**src/design/aed_pkg.sv**
```systemverilog
// Shared types and constants for the escape decoder: transaction payloads,
// the queued result entry and the depth of the result queue. No dependencies.
package aed_pkg;

    localparam int QUEUE_DEPTH = 2;
    localparam int PTR_W       = $clog2(QUEUE_DEPTH);
    localparam int CNT_W       = $clog2(QUEUE_DEPTH + 1);

    typedef struct packed {
        logic [7:0] in_byte;
        logic       is_final;
    } aed_in_t;

    typedef struct packed {
        logic [7:0] out_byte;
        logic       run_last;
        logic       string_done;
    } aed_out_t;

    // All results of one input transaction: one or two decoded bytes.
    typedef struct packed {
        logic [7:0] first_byte;
        logic [7:0] second_byte;
        logic       two;
        logic       fin;
    } aed_entry_t;

endpackage

```
**src/design/ansi_escape_decoder_unit.sv**
```systemverilog
// Top level of the ANSI-C string escape decoder: decoder core and result
// queue. Depends on aed_pkg, aed_decode and aed_queue.
//
//  Channel   Direction  Payload      Handshake
//  s_        in         aed_in_t     s_valid / s_ready
//  m_        out        aed_out_t    m_valid / m_ready
//
// One input transaction is taken per cycle while the result queue has a free
// entry; its results are in the queue the next cycle. A result channel drains
// one byte per cycle while m_ready is high, so a run of items that each give
// two bytes (an unknown escape, or an octal escape cut short) is drain-bound.
// Reset (aresetn low, synchronous) empties the queue, holds s_ready low and
// returns the decoder to normal mode. A stall on m_ready holds the head byte;
// outside reset, s_ready falls only when both queue entries are occupied.
module ansi_escape_decoder_unit (
    input  logic              aclk,
    input  logic              aresetn,
    input  logic              s_valid,
    output logic              s_ready,
    input  aed_pkg::aed_in_t  s_data,
    output logic              m_valid,
    input  logic              m_ready,
    output aed_pkg::aed_out_t m_data
);
    import aed_pkg::*;

    logic       accept;
    logic       push;
    logic       full;
    aed_entry_t entry;

    // advance the decoder on every accepted transaction; take nothing in reset
    assign s_ready = aresetn && !full;
    assign accept  = s_valid && s_ready;

    aed_decode u_decode (
        .aclk    (aclk),
        .aresetn (aresetn),
        .accept  (accept),
        .in_data (s_data),
        .push    (push),
        .entry   (entry)
    );

    // hold the results of each transaction until the consumer takes them
    aed_queue u_queue (
        .aclk       (aclk),
        .aresetn    (aresetn),
        .push       (push),
        .push_entry (entry),
        .full       (full),
        .m_valid    (m_valid),
        .m_ready    (m_ready),
        .m_data     (m_data)
    );

endmodule

```
**src/design/aed_decode.sv**
```systemverilog
// Escape decoder core: holds the escape state and turns one input byte into
// zero, one or two result bytes in a single pass. Depends on aed_pkg.
module aed_decode (
    input  logic                aclk,
    input  logic                aresetn,
    input  logic                accept,
    input  aed_pkg::aed_in_t    in_data,
    output logic                push,
    output aed_pkg::aed_entry_t entry
);
    import aed_pkg::*;

    typedef enum logic [1:0] {
        MODE_NORMAL = 2'd0,
        MODE_ESC    = 2'd1,
        MODE_OCTAL  = 2'd2
    } mode_t;

    localparam logic [7:0] CH_BSLASH = 8'h5C;
    localparam logic [7:0] CH_SQUOTE = 8'h27;
    localparam logic [7:0] CH_DQUOTE = 8'h22;
    localparam logic [7:0] CH_ZERO   = 8'h30;
    localparam logic [7:0] CH_SEVEN  = 8'h37;
    localparam logic [1:0] OCT_MAX   = 2'd3;

    mode_t      mode_reg, mode_next;
    logic [7:0] oval_reg, oval_next;
    logic [1:0] odig_reg, odig_next;

    logic [7:0] b;
    logic       fin;
    logic       is_oct;
    logic [7:0] oval_acc;
    logic [1:0] odig_acc;
    logic [1:0] cnt;
    logic [7:0] r0, r1;

    assign b        = in_data.in_byte;
    assign fin      = in_data.is_final;
    assign is_oct   = (b inside {[CH_ZERO:CH_SEVEN]}) && (odig_reg < OCT_MAX);
    assign oval_acc = {oval_reg[4:0], b[2:0]};
    assign odig_acc = odig_reg + 2'd1;

    always_comb begin
        mode_next = MODE_NORMAL;
        oval_next = oval_reg;
        odig_next = odig_reg;
        cnt       = 2'd0;
        r0        = b;
        r1        = b;
        case (mode_reg)
            MODE_ESC: begin
                cnt = 2'd1;
                case (b)
                    8'h6E:     r0 = 8'h0A;
                    8'h74:     r0 = 8'h09;
                    8'h72:     r0 = 8'h0D;
                    8'h62:     r0 = 8'h08;
                    8'h61:     r0 = 8'h07;
                    8'h66:     r0 = 8'h0C;
                    8'h76:     r0 = 8'h0B;
                    CH_BSLASH: r0 = CH_BSLASH;
                    CH_SQUOTE: r0 = CH_SQUOTE;
                    CH_DQUOTE: r0 = CH_DQUOTE;
                    CH_ZERO: begin
                        mode_next = MODE_OCTAL;
                        oval_next = 8'd0;
                        odig_next = 2'd0;
                        r0        = 8'd0;
                        cnt       = fin ? 2'd1 : 2'd0;
                    end
                    default: begin
                        r0  = CH_BSLASH;
                        cnt = 2'd2;
                    end
                endcase
            end
            MODE_OCTAL: begin
                if (is_oct) begin
                    oval_next = oval_acc;
                    odig_next = odig_acc;
                    r0        = oval_acc;
                    if (odig_acc >= OCT_MAX || fin) begin
                        cnt = 2'd1;
                    end else begin
                        mode_next = MODE_OCTAL;
                    end
                end else begin
                    // flush the pending value, then treat the byte as normal
                    r0 = oval_reg;
                    if (b == CH_BSLASH && !fin) begin
                        mode_next = MODE_ESC;
                        cnt       = 2'd1;
                    end else begin
                        cnt = 2'd2;
                    end
                end
            end
            default: begin
                if (b == CH_BSLASH && !fin) begin
                    mode_next = MODE_ESC;
                end else begin
                    cnt = 2'd1;
                end
            end
        endcase
        if (mode_next != MODE_OCTAL) begin
            oval_next = 8'd0;
            odig_next = 2'd0;
        end
        if (fin) begin
            mode_next = MODE_NORMAL;
            oval_next = 8'd0;
            odig_next = 2'd0;
        end
    end

    assign push              = accept && (cnt != 2'd0);
    assign entry.first_byte  = r0;
    assign entry.second_byte = r1;
    assign entry.two         = (cnt == 2'd2);
    assign entry.fin         = fin;

    always_ff @(posedge aclk) begin
        if (!aresetn) begin
            mode_reg <= MODE_NORMAL;
            oval_reg <= 8'd0;
            odig_reg <= 2'd0;
        end else if (accept) begin
            mode_reg <= mode_next;
            oval_reg <= oval_next;
            odig_reg <= odig_next;
        end
    end

endmodule

```
**src/design/aed_queue.sv**
```systemverilog
// Result queue: holds decoded entries of one or two bytes and hands them out
// one byte per transaction on the result channel. Depends on aed_pkg.
module aed_queue (
    input  logic                aclk,
    input  logic                aresetn,
    input  logic                push,
    input  aed_pkg::aed_entry_t push_entry,
    output logic                full,
    output logic                m_valid,
    input  logic                m_ready,
    output aed_pkg::aed_out_t   m_data
);
    import aed_pkg::*;

    aed_entry_t       slot_reg [QUEUE_DEPTH];
    logic [PTR_W-1:0] wr_ptr_reg, rd_ptr_reg;
    logic [CNT_W-1:0] count_reg;
    logic             sub_reg;
    aed_entry_t       head;
    logic             take;
    logic             pop;

    assign head    = slot_reg[rd_ptr_reg];
    assign full    = (count_reg == CNT_W'(QUEUE_DEPTH));
    assign m_valid = (count_reg != '0);
    assign take    = m_valid && m_ready;
    // drop the entry once its last byte has gone
    assign pop     = take && (!head.two || sub_reg);

    always_comb begin
        if (head.two && !sub_reg) begin
            m_data.out_byte    = head.first_byte;
            m_data.run_last    = 1'b0;
            m_data.string_done = 1'b0;
        end else begin
            m_data.out_byte    = head.two ? head.second_byte : head.first_byte;
            m_data.run_last    = 1'b1;
            m_data.string_done = head.fin;
        end
    end

    always_ff @(posedge aclk) begin
        if (push) begin
            slot_reg[wr_ptr_reg] <= push_entry;
        end
    end

    always_ff @(posedge aclk) begin
        if (!aresetn) begin
            wr_ptr_reg <= '0;
            rd_ptr_reg <= '0;
            count_reg  <= '0;
            sub_reg    <= 1'b0;
        end else begin
            if (push) begin
                wr_ptr_reg <= wr_ptr_reg + PTR_W'(1);
            end
            if (pop) begin
                rd_ptr_reg <= rd_ptr_reg + PTR_W'(1);
                sub_reg    <= 1'b0;
            end else if (take) begin
                sub_reg <= 1'b1;
            end
            if (push && !pop) begin
                count_reg <= count_reg + CNT_W'(1);
            end else if (pop && !push) begin
                count_reg <= count_reg - CNT_W'(1);
            end
        end
    end

endmodule
```
**config.mk**
```make
export PLATFORM = sky130hd
export DESIGN_NAME = ansi_escape_decoder_unit
export DESIGN_NICKNAME = d
export VERILOG_FILES = /design/src/design/aed_pkg.sv /design/src/design/ansi_escape_decoder_unit.sv /design/src/design/aed_decode.sv /design/src/design/aed_queue.sv
export SDC_FILE = /design/constraint.sdc
export NUM_CORES = 1
export LEC_CHECK = 0
export ABC_CLOCK_PERIOD_IN_PS = 4500
export BUFFER_PORTS_ARGS = -buffer_cell sky130_fd_sc_hd__buf_4
export CAP_MARGIN = 20
export CORE_MARGIN = 2
export CORE_UTILIZATION = 50
export CTS_CLUSTER_DIAMETER = 150
export DETAILED_ROUTE_END_ITERATION = 7
export GPL_TIMING_DRIVEN = 0
export PLACE_DENSITY = 0.76
export SYNTH_ARGS = -nofsm -noshare
export SYNTH_HDL_FRONTEND = slang
export SYNTH_SLANG_ARGS = --single-unit
export TNS_END_PERCENT = 100
```
**constraint.sdc**
```tcl
create_clock -name aclk -period 4.5 [get_ports aclk]
set_clock_uncertainty 0.1 [all_clocks]
set_input_delay 1.125 -clock aclk [delete_from_list [all_inputs] [get_ports aclk]]
set_output_delay 1.125 -clock aclk [all_outputs]
set_load 0.01 [all_outputs]
```
==> flow_metrics.py <==
metrics = {
    "logic_synthesis": {
        "synth_cells": 269,
        "synth_area_mm2": 0.00284,
        "synth-edff-count": 36,
        "ys_ff_latch": 54,
        "synth_cell_types": 52,
        "yosys_warnings": 0,
        "syn_nets": 287,
        "ys_top_cells_by_area": "edfxtp_1 (38%), dfxtp_1 (13%), mux4_2 (6.3%), nand2_1 (3.4%), nor2_1 (3.3%)",
        "synth_top_area_share_pct": 38.1,
        "synth_top_area_cell": "edfxtp_1",
        "yosysSeqAreaShare_pct": 50.7,
        "syn_area_per_cell_um2": 10.6,
        "synthFlopType": "edfxtp_1",
        "synthArstFlopShare_pct": 0,
    },
    "clock_network": {
        "clk_latency_ns": 0.31,
        "htreeDepth": 2,
        "cts_buffer_depth": 2,
        "ctsResizeCount": 0,
        "cts_hold_buffers": 0,
        "cts_setup_buffers": 0,
        "root_buffer": "clkbuf_8",
        "clock_sinks": 54,
        "clk_pin_slew_ns": 0.09,
        "numCtsBuffers": 5,
        "cts_tree": "built",
    },
    "sta": {
        "worstMarginPinSlew_ns": 0.811,
        "whs_ns": 0.365,
        "hold_viol": 0,
        "fin_crit_ns": 3.73,
        "finalSetupViolCount": 0,
        "min_period_over_period_pct": 82.9,
        "rsz0062_at_grt": "false",
        "worst_slew_margin_rel_pct": 45.9,
        "drv_slew": 0,
        "finalSetupTns_ns": 0,
        "max_freq_mhz": 268,
    },
    "floorplanning": {
        "dieArea_mm2": 0.00630,
        "coreArea_mm2": 0.00551,
        "num_rows": 27,
        "die_w_um": 79.4,
        "num_io_pins": 25,
        "dieHeight_um": 79.4,
        "initial_core_util_pct": 51.6,
    },
    "detailed_routing": {
        "dr_total_vias": 2180,
        "drc_errors": 0,
        "wl_per_cell_um": 15.2,
        "drt_iter0_markers": 290,
        "wl_um": 5690,
        "detail-route-antenna-nets": 0,
        "drtPass1Iterations": 5,
        "vias_per_cell": 5.83,
    },
    "layout": {
        "fillers": 450,
        "layout-drive-gt1-share_pct": 17.5,
        "largest_reg_flops": 36,
        "fin_nets": 319,
        "diodes": 0,
        "area_growth_pct": 13.9,
    },
    "flow_run": {
        "drv_cap": 0,
    },
    "min_path": {
        "hp-start": "u_decode.oval_reg[7]$_SDFFE_PN0P_",
        "hold_depth": 2,
        "min_to": "u_decode.oval_reg[7]$_SDFFE_PN0P_",
        "min_path_type": "reg2reg",
    },
    "run_status": {
        "status": "finished clean",
    },
    "worst_setup_path": {
        "r2r-start": "u_decode.mode_reg[0]$_SDFFE_PN0P_",
        "slowest_stage": "mux4_2",
        "reg2regPathDepth": 8,
        "start_kind": "flip-flop",
        "critPathBufInv": 3,
        "crit_type": "reg2out",
        "crit_arrival_ns": 2.50,
        "crit_family": "buffers and inverters",
        "worstPathMaxFanout": 10,
        "crit_chain": "clkbuf_1, mux2i_1, nand2b_1, buf_2, mux4_2, buf_4",
        "timing.rr.end": "u_queue.slot_reg[1][12]$_DFFE_PP_",
        "reg2reg_slack_ns": 1.60,
        "cpPeakStageDelay_ns": 0.54,
        "crit_path_end_kind": "output port",
        "worstPathRequired_ns": 3.27,
    },
    "global_routing": {
        "grt_max_degree": 20,
        "top_usage_layer": "met2",
        "track_usage_pct": 19.2,
        "antenna_found_initial": 0,
        "grt.overflow.total": 0,
        "grt_pass1_vias": 1951,
        "grtUsageMet1_pct": 26.5,
        "grt_pass1_wl_um": 9460,
        "use_met2_pct": 30.3,
        "met3_usage_pct": 3.96,
    },
    "power_and_ir_drop": {
        "vdd_drop_max_mv": 0.141,
        "p_per_area_mw_per_mm2": 344,
        "cellLeakagePower_nw": 1.16,
    },
    "place": {
        "dp_hpwl_um": 4130,
        "gp_congestion": 0.906,
        "port_buffers": 24,
    },
}
-- worst reg2reg max path, delay by kind of cell, from the launching register on --
kind / cells / cell delay, ns
DFF: 1 / 0.37
and+or+nand+nor: 4 / 1.22
AOI/OAI and AO/OA: 3 / 0.48
adders and majority gates: 1 / 0.36
-- cells in the mapped netlist (all sizes together) (3+ instances only) --
library cell / instances
and2: 5
a211oi: 3
buf: 7
dfxtp: 18
a21boi: 10
inv: 11
nor4b: 3
mux2i: 8
clkbuf: 8
o21ai: 11
nor2: 25
nand3: 16
nor2b: 3
nor3: 5
nor4: 7
xnor2: 3
or3: 3
edfxtp: 36
mux4: 8
nand2: 26
a21oi: 16
ha: 5
-- cell type report --
| cell class | count | area, um2 | area share [%] |
|---|---|---|---|
| clock buffers | 6 | 72.6 | 2.24 |
| well taps | 72 | 90.1 | 2.78 |
| inverters | 12 | 45.0 | 1.39 |
| repair buffers | 25 | 195 | 6.03 |
| flip-flops and latches | 54 | 1440 | 44.5 |
| clock inverters | 2 | 37.5 | 1.16 |
| multi-input cells | 188 | 1280 | 39.6 |
| plain buffers | 15 | 73.8 | 2.28 |
-- through the flow --
step | setup WS (ns) | cell area (um2) | utilization [%] | power, W | cells
6_report | 0.771 | 3240 | 58.8 | 0.00111 | 374
5_1_grt | 0.585 | 3240 | 58.8 | 0.00116 | 374
4_1_cts | 0.741 | 3220 | 58.5 | 0.00112 | 373
3_5_place_dp | 0.446 | 3110 | 56.5 | 0.000801 | 365
3_3_place_gp | 0.475 | 3110 | 56.5 | 0.000796 | 365
2_1_floorplan | 0.912 | 2840 | - | 0.000723 | 269
-- layout by cell type, fill, tap and decap left out, types with 7 or more instances in the layout --
cell type and n:
edfxtp_1 36, nand2_1 26, buf_4 25, nor2_1 25, dfxtp_1 18, nand3_1 16
a21oi_1 16, inv_1 11, o21ai_0 10, clkbuf_1 9, a21boi_0 9, mux2i_1 8
mux4_2 8, nor4_1 7
-- kinds of logic (layout without fill, tap and decap cells) --
kind of cell,count (synthesis),after routing,share of synthesized area [%]
buf+inv,27,60,4.18
mux,17,17,9.56
fa+ha+maj,5,5,2.20
xor+xnor,5,5,1.54
flops,54,54,50.7
compound gates,53,53,12.2
simple gates,108,108,19.5
-- layer usage --
metal / up-vias / routed length (um)
li1: 1055 / -
met1: 1037 / 2590
met2: 79 / 2730
met3: 9 / 304
met4: 0 / 72
met5: - / 0
-- worst max-delay path by stage --
stage,from,endpoint,depth (start not counted)
after floorplan,s_data[4],u_queue.slot_reg[1][0]$_DFFE_PP_,8
after global placement,s_data[4],u_queue.slot_reg[0][10]$_DFFE_PP_,8
after detailed placement,s_data[4],u_queue.slot_reg[1][3]$_DFFE_PP_,9
after CTS,flip-flop,m_data[3],6
after global routing,flip-flop,m_data[3],6
final,flip-flop,m_data[3],6
-- power breakdown --
group          switching (W)  internal, W
registers          0.0000137     0.000566
clock network       0.000154     0.000166
logic               0.000110     0.000102
total               0.000278     0.000835
Power figures use the tool's default switching activity.
